===== src/sv/expression_token_lexer_assert.svh =====
// assertion macros for the token lexer
`ifndef EXPRESSION_TOKEN_LEXER_ASSERT_SVH
`define EXPRESSION_TOKEN_LEXER_ASSERT_SVH

`ifndef NO_ASSERTIONS

`define ETL_ASSERT_ALWAYS(lbl, expr, msg) \
	lbl: assert property (@(posedge clk) disable iff (!arst_n) (expr)) else $error(msg);

`define ETL_ASSERT_NEXT(lbl, ante, cons, msg) \
	lbl: assert property (@(posedge clk) disable iff (!arst_n) (ante) |=> (cons)) \
		else $error(msg);

`else

`define ETL_ASSERT_ALWAYS(lbl, expr, msg)

`define ETL_ASSERT_NEXT(lbl, ante, cons, msg)

`endif

`endif


===== src/sv/etl_pkg.sv =====
`timescale 1ns / 1ps

package etl_pkg;

	localparam int MAX_TOKEN_LENGTH_DEF = 255;
	localparam int POSITION_BITS_DEF = 16;
	localparam int OFFSET_BITS_DEF = 32;

	// token queue, depth a power of two
	localparam int Q_DEPTH = 4;
	localparam int Q_PTR_W = $clog2(Q_DEPTH);

	localparam logic SRC_CHAR = 1'b0;
	localparam logic SRC_END = 1'b1;

	localparam logic [3:0] KIND_NUMBER = 4'd0;
	localparam logic [3:0] KIND_IDENT = 4'd1;
	localparam logic [3:0] KIND_ASSIGN = 4'd2;
	localparam logic [3:0] KIND_ADD = 4'd3;
	localparam logic [3:0] KIND_SUB = 4'd4;
	localparam logic [3:0] KIND_MUL = 4'd5;
	localparam logic [3:0] KIND_DIV = 4'd6;
	localparam logic [3:0] KIND_SEMI = 4'd7;
	localparam logic [3:0] KIND_LPAR = 4'd8;
	localparam logic [3:0] KIND_RPAR = 4'd9;
	localparam logic [3:0] KIND_INVALID = 4'd10;
	localparam logic [3:0] KIND_END = 4'd11;

	localparam logic [7:0] CH_SP = 8'h20;
	localparam logic [7:0] CH_TAB = 8'h09;
	localparam logic [7:0] CH_CR = 8'h0d;
	localparam logic [7:0] CH_LF = 8'h0a;
	localparam logic [7:0] CH_EQ = 8'h3d;
	localparam logic [7:0] CH_PLUS = 8'h2b;
	localparam logic [7:0] CH_MINUS = 8'h2d;
	localparam logic [7:0] CH_STAR = 8'h2a;
	localparam logic [7:0] CH_SLASH = 8'h2f;
	localparam logic [7:0] CH_SEMI = 8'h3b;
	localparam logic [7:0] CH_LPAR = 8'h28;
	localparam logic [7:0] CH_RPAR = 8'h29;
	localparam logic [7:0] CH_0 = 8'h30;
	localparam logic [7:0] CH_9 = 8'h39;
	localparam logic [7:0] CH_LA = 8'h61;
	localparam logic [7:0] CH_LZ = 8'h7a;
	localparam logic [7:0] CH_UA = 8'h41;
	localparam logic [7:0] CH_UZ = 8'h5a;
	localparam logic [7:0] CH_US = 8'h5f;

	typedef struct packed {
		logic mode;
		logic [7:0] char_code;
	} src_word_t;

	typedef struct packed {
		logic [3:0] token_kind;
		logic [31:0] token_offset;
		logic [7:0] token_length;
		logic [15:0] start_line;
		logic [15:0] start_column;
		logic last_of_run;
	} tok_word_t;

	typedef struct packed {
		logic push0;
		logic push1;
		tok_word_t tok0;
		tok_word_t tok1;
	} tok_push_t;

	typedef struct packed {
		logic room;
		logic [Q_PTR_W:0] level;
	} q_stat_t;

	// {hit, kind} for single-character operators
	function automatic logic [4:0] op_kind(input logic [7:0] c);
		logic [4:0] r;
		case (c)
			CH_EQ: r = {1'b1, KIND_ASSIGN};
			CH_PLUS: r = {1'b1, KIND_ADD};
			CH_MINUS: r = {1'b1, KIND_SUB};
			CH_STAR: r = {1'b1, KIND_MUL};
			CH_SLASH: r = {1'b1, KIND_DIV};
			CH_SEMI: r = {1'b1, KIND_SEMI};
			CH_LPAR: r = {1'b1, KIND_LPAR};
			CH_RPAR: r = {1'b1, KIND_RPAR};
			default: r = {1'b0, KIND_INVALID};
		endcase
		return r;
	endfunction

endpackage


===== src/sv/etl_scan.sv =====
`timescale 1ns / 1ps

module etl_scan #(
	parameter int MAX_TOKEN_LENGTH = etl_pkg::MAX_TOKEN_LENGTH_DEF,
	parameter int POSITION_BITS = etl_pkg::POSITION_BITS_DEF,
	parameter int OFFSET_BITS = etl_pkg::OFFSET_BITS_DEF
) (
	input logic clk,
	input logic arst_n,
	input logic src_valid,
	output logic src_stall,
	input etl_pkg::src_word_t src_data,
	input logic room,
	output etl_pkg::tok_push_t push
);

	localparam logic [1:0] ST_IDLE = 2'd0;
	localparam logic [1:0] ST_NUM = 2'd1;
	localparam logic [1:0] ST_ID = 2'd2;
	localparam logic [1:0] ST_STOP = 2'd3;

	localparam int LEN_LIM = (MAX_TOKEN_LENGTH < 255) ? MAX_TOKEN_LENGTH : 255;
	localparam logic [7:0] LEN_MAX = 8'(LEN_LIM);
	localparam logic [OFFSET_BITS-1:0] OMAX = '1;
	localparam logic [POSITION_BITS-1:0] PMAX = '1;

	function automatic logic [31:0] off32(input logic [OFFSET_BITS-1:0] v);
		logic [63:0] w;
		w = 64'(v);
		return w[31:0];
	endfunction

	function automatic logic [15:0] pos16(input logic [POSITION_BITS-1:0] v);
		logic [31:0] w;
		w = 32'(v);
		return w[15:0];
	endfunction

	logic vld_s1;
	etl_pkg::src_word_t word_s1;

	logic [1:0] mode_q, mode_n;
	logic [OFFSET_BITS-1:0] byte_q, byte_n;
	logic [POSITION_BITS-1:0] line_q, line_n, col_q, col_n, col_sat;
	logic [OFFSET_BITS-1:0] pend_off_q, pend_off_n;
	logic [POSITION_BITS-1:0] pend_line_q, pend_line_n, pend_col_q, pend_col_n;
	logic [7:0] pend_len_q, pend_len_n;

	logic [7:0] c;
	logic is_dig, is_let, is_sp, is_nl, is_op, is_end, stopped, in_run, extend;
	logic emit_run, emit_cur, fire;
	logic [4:0] op;
	etl_pkg::tok_word_t run_tok, cur_tok;

	assign fire = vld_s1 && room;
	assign src_stall = vld_s1 && !room;

	always_ff @(posedge clk or negedge arst_n) begin
		if (!arst_n) begin
			vld_s1 <= 1'b0;
		end else if (!src_stall) begin
			vld_s1 <= src_valid;
		end
	end

	always_ff @(posedge clk) begin
		if (src_valid && !src_stall) begin
			word_s1 <= src_data;
		end
	end

	always_comb begin
		c = word_s1.char_code;
		is_dig = c inside {[etl_pkg::CH_0:etl_pkg::CH_9]};
		is_let = c inside {[etl_pkg::CH_LA:etl_pkg::CH_LZ], [etl_pkg::CH_UA:etl_pkg::CH_UZ],
			etl_pkg::CH_US};
		is_sp = c inside {etl_pkg::CH_SP, etl_pkg::CH_TAB, etl_pkg::CH_CR, etl_pkg::CH_LF};
		is_nl = c inside {etl_pkg::CH_CR, etl_pkg::CH_LF};
		op = etl_pkg::op_kind(c);
		is_op = op[4];
		is_end = word_s1.mode == etl_pkg::SRC_END;
		stopped = mode_q == ST_STOP;
		in_run = mode_q == ST_NUM || mode_q == ST_ID;
		extend = (mode_q == ST_NUM && is_dig) || (mode_q == ST_ID && (is_dig || is_let));

		col_sat = (col_q == PMAX) ? col_q : col_q + 1'b1;
		byte_n = (byte_q == OMAX) ? byte_q : byte_q + 1'b1;
		if (is_nl) begin
			line_n = (line_q == PMAX) ? line_q : line_q + 1'b1;
			col_n = POSITION_BITS'(1);
		end else begin
			line_n = line_q;
			col_n = col_sat;
		end

		run_tok.token_kind = (mode_q == ST_NUM) ? etl_pkg::KIND_NUMBER : etl_pkg::KIND_IDENT;
		run_tok.token_offset = off32(pend_off_q);
		run_tok.token_length = pend_len_q;
		run_tok.start_line = pos16(pend_line_q);
		run_tok.start_column = pos16(pend_col_q);
		run_tok.last_of_run = 1'b0;

		if (is_end) begin
			cur_tok.token_kind = etl_pkg::KIND_END;
			cur_tok.token_offset = off32(byte_q);
			cur_tok.token_length = 8'd0;
			cur_tok.start_line = pos16(line_q);
			cur_tok.start_column = pos16(col_sat);
		end else begin
			cur_tok.token_kind = is_op ? op[3:0] : etl_pkg::KIND_INVALID;
			cur_tok.token_offset = off32(byte_q);
			cur_tok.token_length = 8'd1;
			cur_tok.start_line = pos16(line_n);
			cur_tok.start_column = pos16(col_n);
		end
		cur_tok.last_of_run = 1'b1;

		emit_run = !stopped && in_run && (is_end || !extend);
		emit_cur = !stopped && (is_end || (!extend && !is_sp && !is_dig && !is_let));

		push.push0 = fire && (emit_run || emit_cur);
		push.push1 = fire && emit_run && emit_cur;
		push.tok0 = emit_run ? run_tok : cur_tok;
		push.tok0.last_of_run = !(emit_run && emit_cur);
		push.tok1 = cur_tok;
	end

	always_comb begin
		mode_n = mode_q;
		pend_off_n = pend_off_q;
		pend_line_n = pend_line_q;
		pend_col_n = pend_col_q;
		pend_len_n = pend_len_q;
		if (is_end) begin
			mode_n = ST_STOP;
		end else if (extend) begin
			pend_len_n = (pend_len_q >= LEN_MAX) ? LEN_MAX : pend_len_q + 1'b1;
		end else if (is_dig || is_let) begin
			mode_n = is_dig ? ST_NUM : ST_ID;
			pend_off_n = byte_q;
			pend_line_n = line_n;
			pend_col_n = col_n;
			pend_len_n = 8'd1;
		end else if (is_sp || is_op) begin
			mode_n = ST_IDLE;
		end else begin
			mode_n = ST_STOP;
		end
	end

	always_ff @(posedge clk or negedge arst_n) begin
		if (!arst_n) begin
			mode_q <= ST_IDLE;
			byte_q <= '0;
			line_q <= POSITION_BITS'(1);
			col_q <= '0;
			pend_off_q <= '0;
			pend_line_q <= '0;
			pend_col_q <= '0;
			pend_len_q <= '0;
		end else if (fire && !stopped) begin
			mode_q <= mode_n;
			pend_off_q <= pend_off_n;
			pend_line_q <= pend_line_n;
			pend_col_q <= pend_col_n;
			pend_len_q <= pend_len_n;
			if (!is_end) begin
				byte_q <= byte_n;
				line_q <= line_n;
				col_q <= col_n;
			end
		end
	end

endmodule


===== src/sv/etl_queue.sv =====
`timescale 1ns / 1ps

module etl_queue (
	input logic clk,
	input logic arst_n,
	input etl_pkg::tok_push_t push,
	output logic tok_valid,
	input logic tok_stall,
	output etl_pkg::tok_word_t tok_data,
	output etl_pkg::q_stat_t stat
);

	localparam int PW = etl_pkg::Q_PTR_W;
	localparam int CW = etl_pkg::Q_PTR_W + 1;

	etl_pkg::tok_word_t mem [etl_pkg::Q_DEPTH];
	logic [PW-1:0] wr_q, rd_q, wr_n;
	logic [CW-1:0] cnt_q;
	logic pop;

	assign pop = (cnt_q != '0) && !tok_stall;
	assign tok_valid = cnt_q != '0;
	assign tok_data = mem[rd_q];
	assign stat.room = cnt_q <= CW'(etl_pkg::Q_DEPTH - 2);
	assign stat.level = cnt_q;

	always_comb begin
		if (push.push1) begin
			wr_n = wr_q + PW'(2);
		end else if (push.push0) begin
			wr_n = wr_q + PW'(1);
		end else begin
			wr_n = wr_q;
		end
	end

	always_ff @(posedge clk or negedge arst_n) begin
		if (!arst_n) begin
			wr_q <= '0;
			rd_q <= '0;
			cnt_q <= '0;
		end else begin
			wr_q <= wr_n;
			if (pop) begin
				rd_q <= rd_q + PW'(1);
			end
			cnt_q <= cnt_q + CW'(push.push0) + CW'(push.push1) - CW'(pop);
		end
	end

	always_ff @(posedge clk) begin
		if (push.push0) begin
			mem[wr_q] <= push.tok0;
		end
		if (push.push1) begin
			mem[wr_q + PW'(1)] <= push.tok1;
		end
	end

endmodule


===== src/sv/expression_token_lexer.sv =====
// channel | valid     | stall     | word
// source  | src_valid | src_stall | src_data: mode, char_code
// tokens  | tok_valid | tok_stall | tok_data: kind, offset, length, line, column, last
//
// one source word per cycle unless stalled; tokens pass the input register and queue
// a word's two tokens are queued at once and read out in turn by the single read port
// src_stall rises when a word sits in the input register and the token queue has
// fewer than two free entries
// reset clears the scan state, counters and queue at once; no clearing pass
`timescale 1ns / 1ps
`include "expression_token_lexer_assert.svh"

module expression_token_lexer #(
	parameter int MAX_TOKEN_LENGTH = etl_pkg::MAX_TOKEN_LENGTH_DEF,
	parameter int POSITION_BITS = etl_pkg::POSITION_BITS_DEF,
	parameter int OFFSET_BITS = etl_pkg::OFFSET_BITS_DEF
) (
	input logic clk,
	input logic arst_n,
	input logic src_valid,
	output logic src_stall,
	input etl_pkg::src_word_t src_data,
	output logic tok_valid,
	input logic tok_stall,
	output etl_pkg::tok_word_t tok_data
);

	etl_pkg::tok_push_t push;
	etl_pkg::q_stat_t stat;
	logic [3:0] last_kind;
	logic stop_push;
	logic level_ok;
	logic pair_ok;

	etl_scan #(
		.MAX_TOKEN_LENGTH(MAX_TOKEN_LENGTH),
		.POSITION_BITS(POSITION_BITS),
		.OFFSET_BITS(OFFSET_BITS)
	) u_scan (
		.clk(clk),
		.arst_n(arst_n),
		.src_valid(src_valid),
		.src_stall(src_stall),
		.src_data(src_data),
		.room(stat.room),
		.push(push)
	);

	etl_queue u_queue (
		.clk(clk),
		.arst_n(arst_n),
		.push(push),
		.tok_valid(tok_valid),
		.tok_stall(tok_stall),
		.tok_data(tok_data),
		.stat(stat)
	);

	// kind of the final token pushed this cycle
	assign last_kind = push.push1 ? push.tok1.token_kind : push.tok0.token_kind;
	assign stop_push = push.push0 &&
		(last_kind == etl_pkg::KIND_END || last_kind == etl_pkg::KIND_INVALID);
	assign level_ok = stat.level <= (etl_pkg::Q_PTR_W + 1)'(etl_pkg::Q_DEPTH);
	assign pair_ok = !push.push1 || (push.push0 && !push.tok0.last_of_run);

	`ETL_ASSERT_ALWAYS(a_level, level_ok, "token queue overflow")
	`ETL_ASSERT_ALWAYS(a_room, !push.push0 || stat.room, "token pushed without queue room")
	`ETL_ASSERT_ALWAYS(a_pair, pair_ok, "second token without a first")
	`ETL_ASSERT_NEXT(a_stop, stop_push, !push.push0, "token pushed after end or invalid")

endmodule


===== config.mk =====
export PLATFORM = sky130hd
export DESIGN_NAME = expression_token_lexer
export DESIGN_NICKNAME = d
export VERILOG_FILES = /design/src/sv/etl_pkg.sv /design/src/sv/etl_scan.sv /design/src/sv/etl_queue.sv /design/src/sv/expression_token_lexer.sv
export VERILOG_INCLUDE_DIRS = /design/src /design/src/sv
export SDC_FILE = /design/constraint.sdc
export NUM_CORES = 1
export LEC_CHECK = 0
export BUFFER_PORTS_ARGS = -buffer_cell sky130_fd_sc_hd__buf_2
export CORE_ASPECT_RATIO = 1.5
export CORE_MARGIN = 8
export CORE_UTILIZATION = 45
export CTS_CLUSTER_SIZE = 30
export DETAILED_ROUTE_END_ITERATION = 8
export HOLD_SLACK_MARGIN = 0.15
export SKIP_CTS_REPAIR_TIMING = 1
export SLEW_MARGIN = 25
export SYNTH_ARGS = -nofsm -noshare
export SYNTH_HDL_FRONTEND = slang
export SYNTH_SLANG_ARGS = --single-unit

===== constraint.sdc =====
create_clock -name clk -period 5.4 [get_ports clk]
set_input_delay 1.08 -clock clk [delete_from_list [all_inputs] [get_ports clk]]
set_output_delay 1.08 -clock clk [all_outputs]
set_load 0.03 [all_outputs]

==> reports/metrics.yaml <==
outcome:
  outcome: "completed"
global_route:
  antenna_found_initial: 1
  grt_overflow: 0
  grt_pass1_vias: 15360
  track_usage_pct: 20.43
  grt_pass1_wl_um: 90160
  grt_max_degree: 80
synth:
  synth_top_area_cell: "edfxtp_1"
  ys_seq_elements: 463
  avgSynthCellArea_um2: 12.85
  synth.most_common_cell: "edfxtp_1"
  syn_area_um2: 22450
  ys_seq_area_share_pct: 57.25
  synth-async-reset-ratio_pct: 31.53
  synthTopCellsByArea: "edfxtp_1 (38%), dfrtp_1 (16%), mux4_2 (7.7%), a22o_1 (6.4%), o2bb2ai_1 (2.9%)"
  synthTopCellsByCount: "edfxtp_1 (285), a22o_1 (165), dfrtp_1 (145)"
  syn_inst: 1747
  synth-edff-count: 285
  yosysWarnings: 0
  syn_nets: 1776
  synth.distinct_cells: 73
  synthFlopType: "edfxtp_1"
  yosysTopAreaCellShare_pct: 38.12
placement:
  dp_hpwl_um: 36020
  place_ws_ns: 1.509
  place_area_um2: 23420
  port_buffers: 91
  place_inst: 2380
  place.gp.congestion: 0.8437
timing:
  clock_skew_ns: 0.01532
  grt_setup_unrepaired: "false"
  worstMarginPinSlew_ns: 1.027
  hold_viol_final: 0
  drv_slew: 0
  final.period_utilization_pct: 73.90
  tns_ns: 0
  post-route-min-period_ns: 3.991
  setup_viol: 0
  fmax_mhz: 250.6
  setup_slack_ns: 1.409
  slew_headroom_pct: 31.53
clock_network:
  cts-root-buf: "clkbuf_16"
  clock-sinks: 463
  cts_max_path_buffers: 3
  h-tree-depth: 2
  cts_made_buffers: 45
  insertion_delay_ns: 0.56
  cts_tree: "done"
  clkTransAtPathRegs_ns: 0.06
power:
  finalPower_mw: 13.44
  p_leak_nw: 9.049
  power.density_nw_per_um2: 540.6
  vdd_ir_drop_max_mv: 0.2828
floorplanning:
  die_height_um: 289.6
  initial_core_util_pct: 45.43
  design.core.area_um2: 49420
  dieArea_um2: 57440
  rows: 100
  die_w_um: 198.4
  io-pin-count: 92
detailed_routing:
  via_count: 14880
  via_per_inst: 6.042
  wl_um: 58940
  wl_per_cell_um: 23.93
  drt_iter0_drc: 1145
  drc: 0
  ant_nets: 0
  dr.pass1.iters: 5
worst_setup_path:
  path_class: "reg2reg"
  endpoint_kind: "register"
  worstPathArrival_ns: 4.30
  cp_data_required_time_ns: 5.71
  crit_path_max_fanout: 50
  crit_path_start_kind: "register"
cells_and_area:
  drive_above_1_share_pct: 19.33
  final_cell_count_no_fill: 2463
  area_growth_pct: 10.74
  diodes: 0
  final_nets: 1793
  fin_area_um2: 24860
worst_hold_path:
  min-delay-path-class: "reg2reg"
run:
  drv_cap: 0
worst paths after layout:
kind	end	slack, ns	from	cells past startpoint
worst min register to register	u_queue.mem[3][37]$_SDFFE_PP0P_	0.45	u_queue.mem[3][37]$_SDFFE_PP0P_	2
max in group asynchronous	u_scan.byte_q[7]$_DFFE_PN0P_	3.95	arst_n	2
min in group asynchronous	u_queue.rd_q[0]$_DFFE_PN0P_	0.52	arst_n	1
worst min-delay path	u_queue.mem[3][37]$_SDFFE_PP0P_	0.45	u_queue.mem[3][37]$_SDFFE_PP0P_	2
worst max-delay path	u_queue.mem[0][12]$_DFFE_PP_	1.41	u_scan.c[1]$_DFFE_PP_	8
worst max register to register	u_queue.mem[0][12]$_DFFE_PP_	1.41	u_scan.c[1]$_DFFE_PP_	8
power by group:
part / total, mW / switching, mW / internal, mW
Combinational: 5.15 / 3.56 / 1.58
Clock: 3.12 / 1.35 / 1.77
Sequential: 5.17 / 0.475 / 4.70
Total: 13.4 / 5.38 / 8.06
worst max-delay path, stage by stage, from the launching register on:
cell	delay, ns
edfxtp_1	0.56
nor4_1	0.41
a211o_1	0.29
o21bai_4	0.13
o22ai_2	0.33
nand2_1	0.60
and3_2	0.65
buf_4	0.43
a22o_1	0.29
metrics by stage:
step | util [%] | hold slack, ns
after global placement | 47.36 | 0.4411
final | 50.31 | 0.4543
after detailed placement | 47.38 | 0.4492
after floorplan | - | 0.4283
after global routing | 50.31 | 0.4727
after CTS | 50.30 | 0.4577
flip-flops by register name, indices dropped and copies added (netlist names):
name and count:
u_scan.byte_q 32, u_scan.pend_off_q 32, u_scan.pend_len_q 8, u_scan.col_q 16, u_scan.pend_line_q 16, u_scan.is_end 1
u_queue.mem 308, u_scan.line_q 16, u_scan.pend_col_q 16, u_scan.mode_q 2, u_scan.c 8, u_scan.vld_s1 1
u_queue.cnt_q 3, u_queue.wr_q 2, u_queue.rd_q 2
layout by cell type, fill, tap and decap left out, types with 27 or more instances in the layout:
cell type  synthesis  layout
a22o_1           165     165
buf_2             51      90
mux2_2            38      38
o2bb2ai_1         75      75
nor2_1            81      80
xnor2_1           52      52
nand2_1          138     133
xor2_1            27      27
dfxtp_1           32      32
edfxtp_1         285     285
clkbuf_16          0      46
dfrtp_1          145     143
nand3_1           64      64
o21ai_0           76      76
mux4_2            77      77
buf_4              2      31
a21oi_1           38      37
per-layer routing:
layer / vias up / routed length [µm] / GRT usage, %
met5: - / 11 / 0
li1: 6804 / - / -
met3: 126 / 3038 / 3.071
met1: 7498 / 22740 / 23.63
met2: 451 / 31320 / 37.60
met4: 2 / 1825 / 7.746
final cells by class:
class	instances	area, µm²
multi-input cells	1109	8870
clock inverters	14	130.1
clock buffers	69	1311
well taps	663	829.5
inverters	18	67.56
repair buffers	127	794.5
fillers	4326	24560
flip-flops and latches	463	12860
cells by family (layout without fill, tap and decap cells):
kind of cell / Yosys count / in the layout / share of synthesized area, %
flops: 463 / 463 / 57.25
fa+ha+maj: 16 / 16 / 0.9251
xor+xnor: 79 / 79 / 3.082
buf+inv: 175 / 228 / 3.583
mux: 128 / 128 / 10.21
simple gates: 427 / 427 / 9.318
compound gates: 459 / 459 / 15.63
No activity file was read; power rests on OpenSTA's default activity.
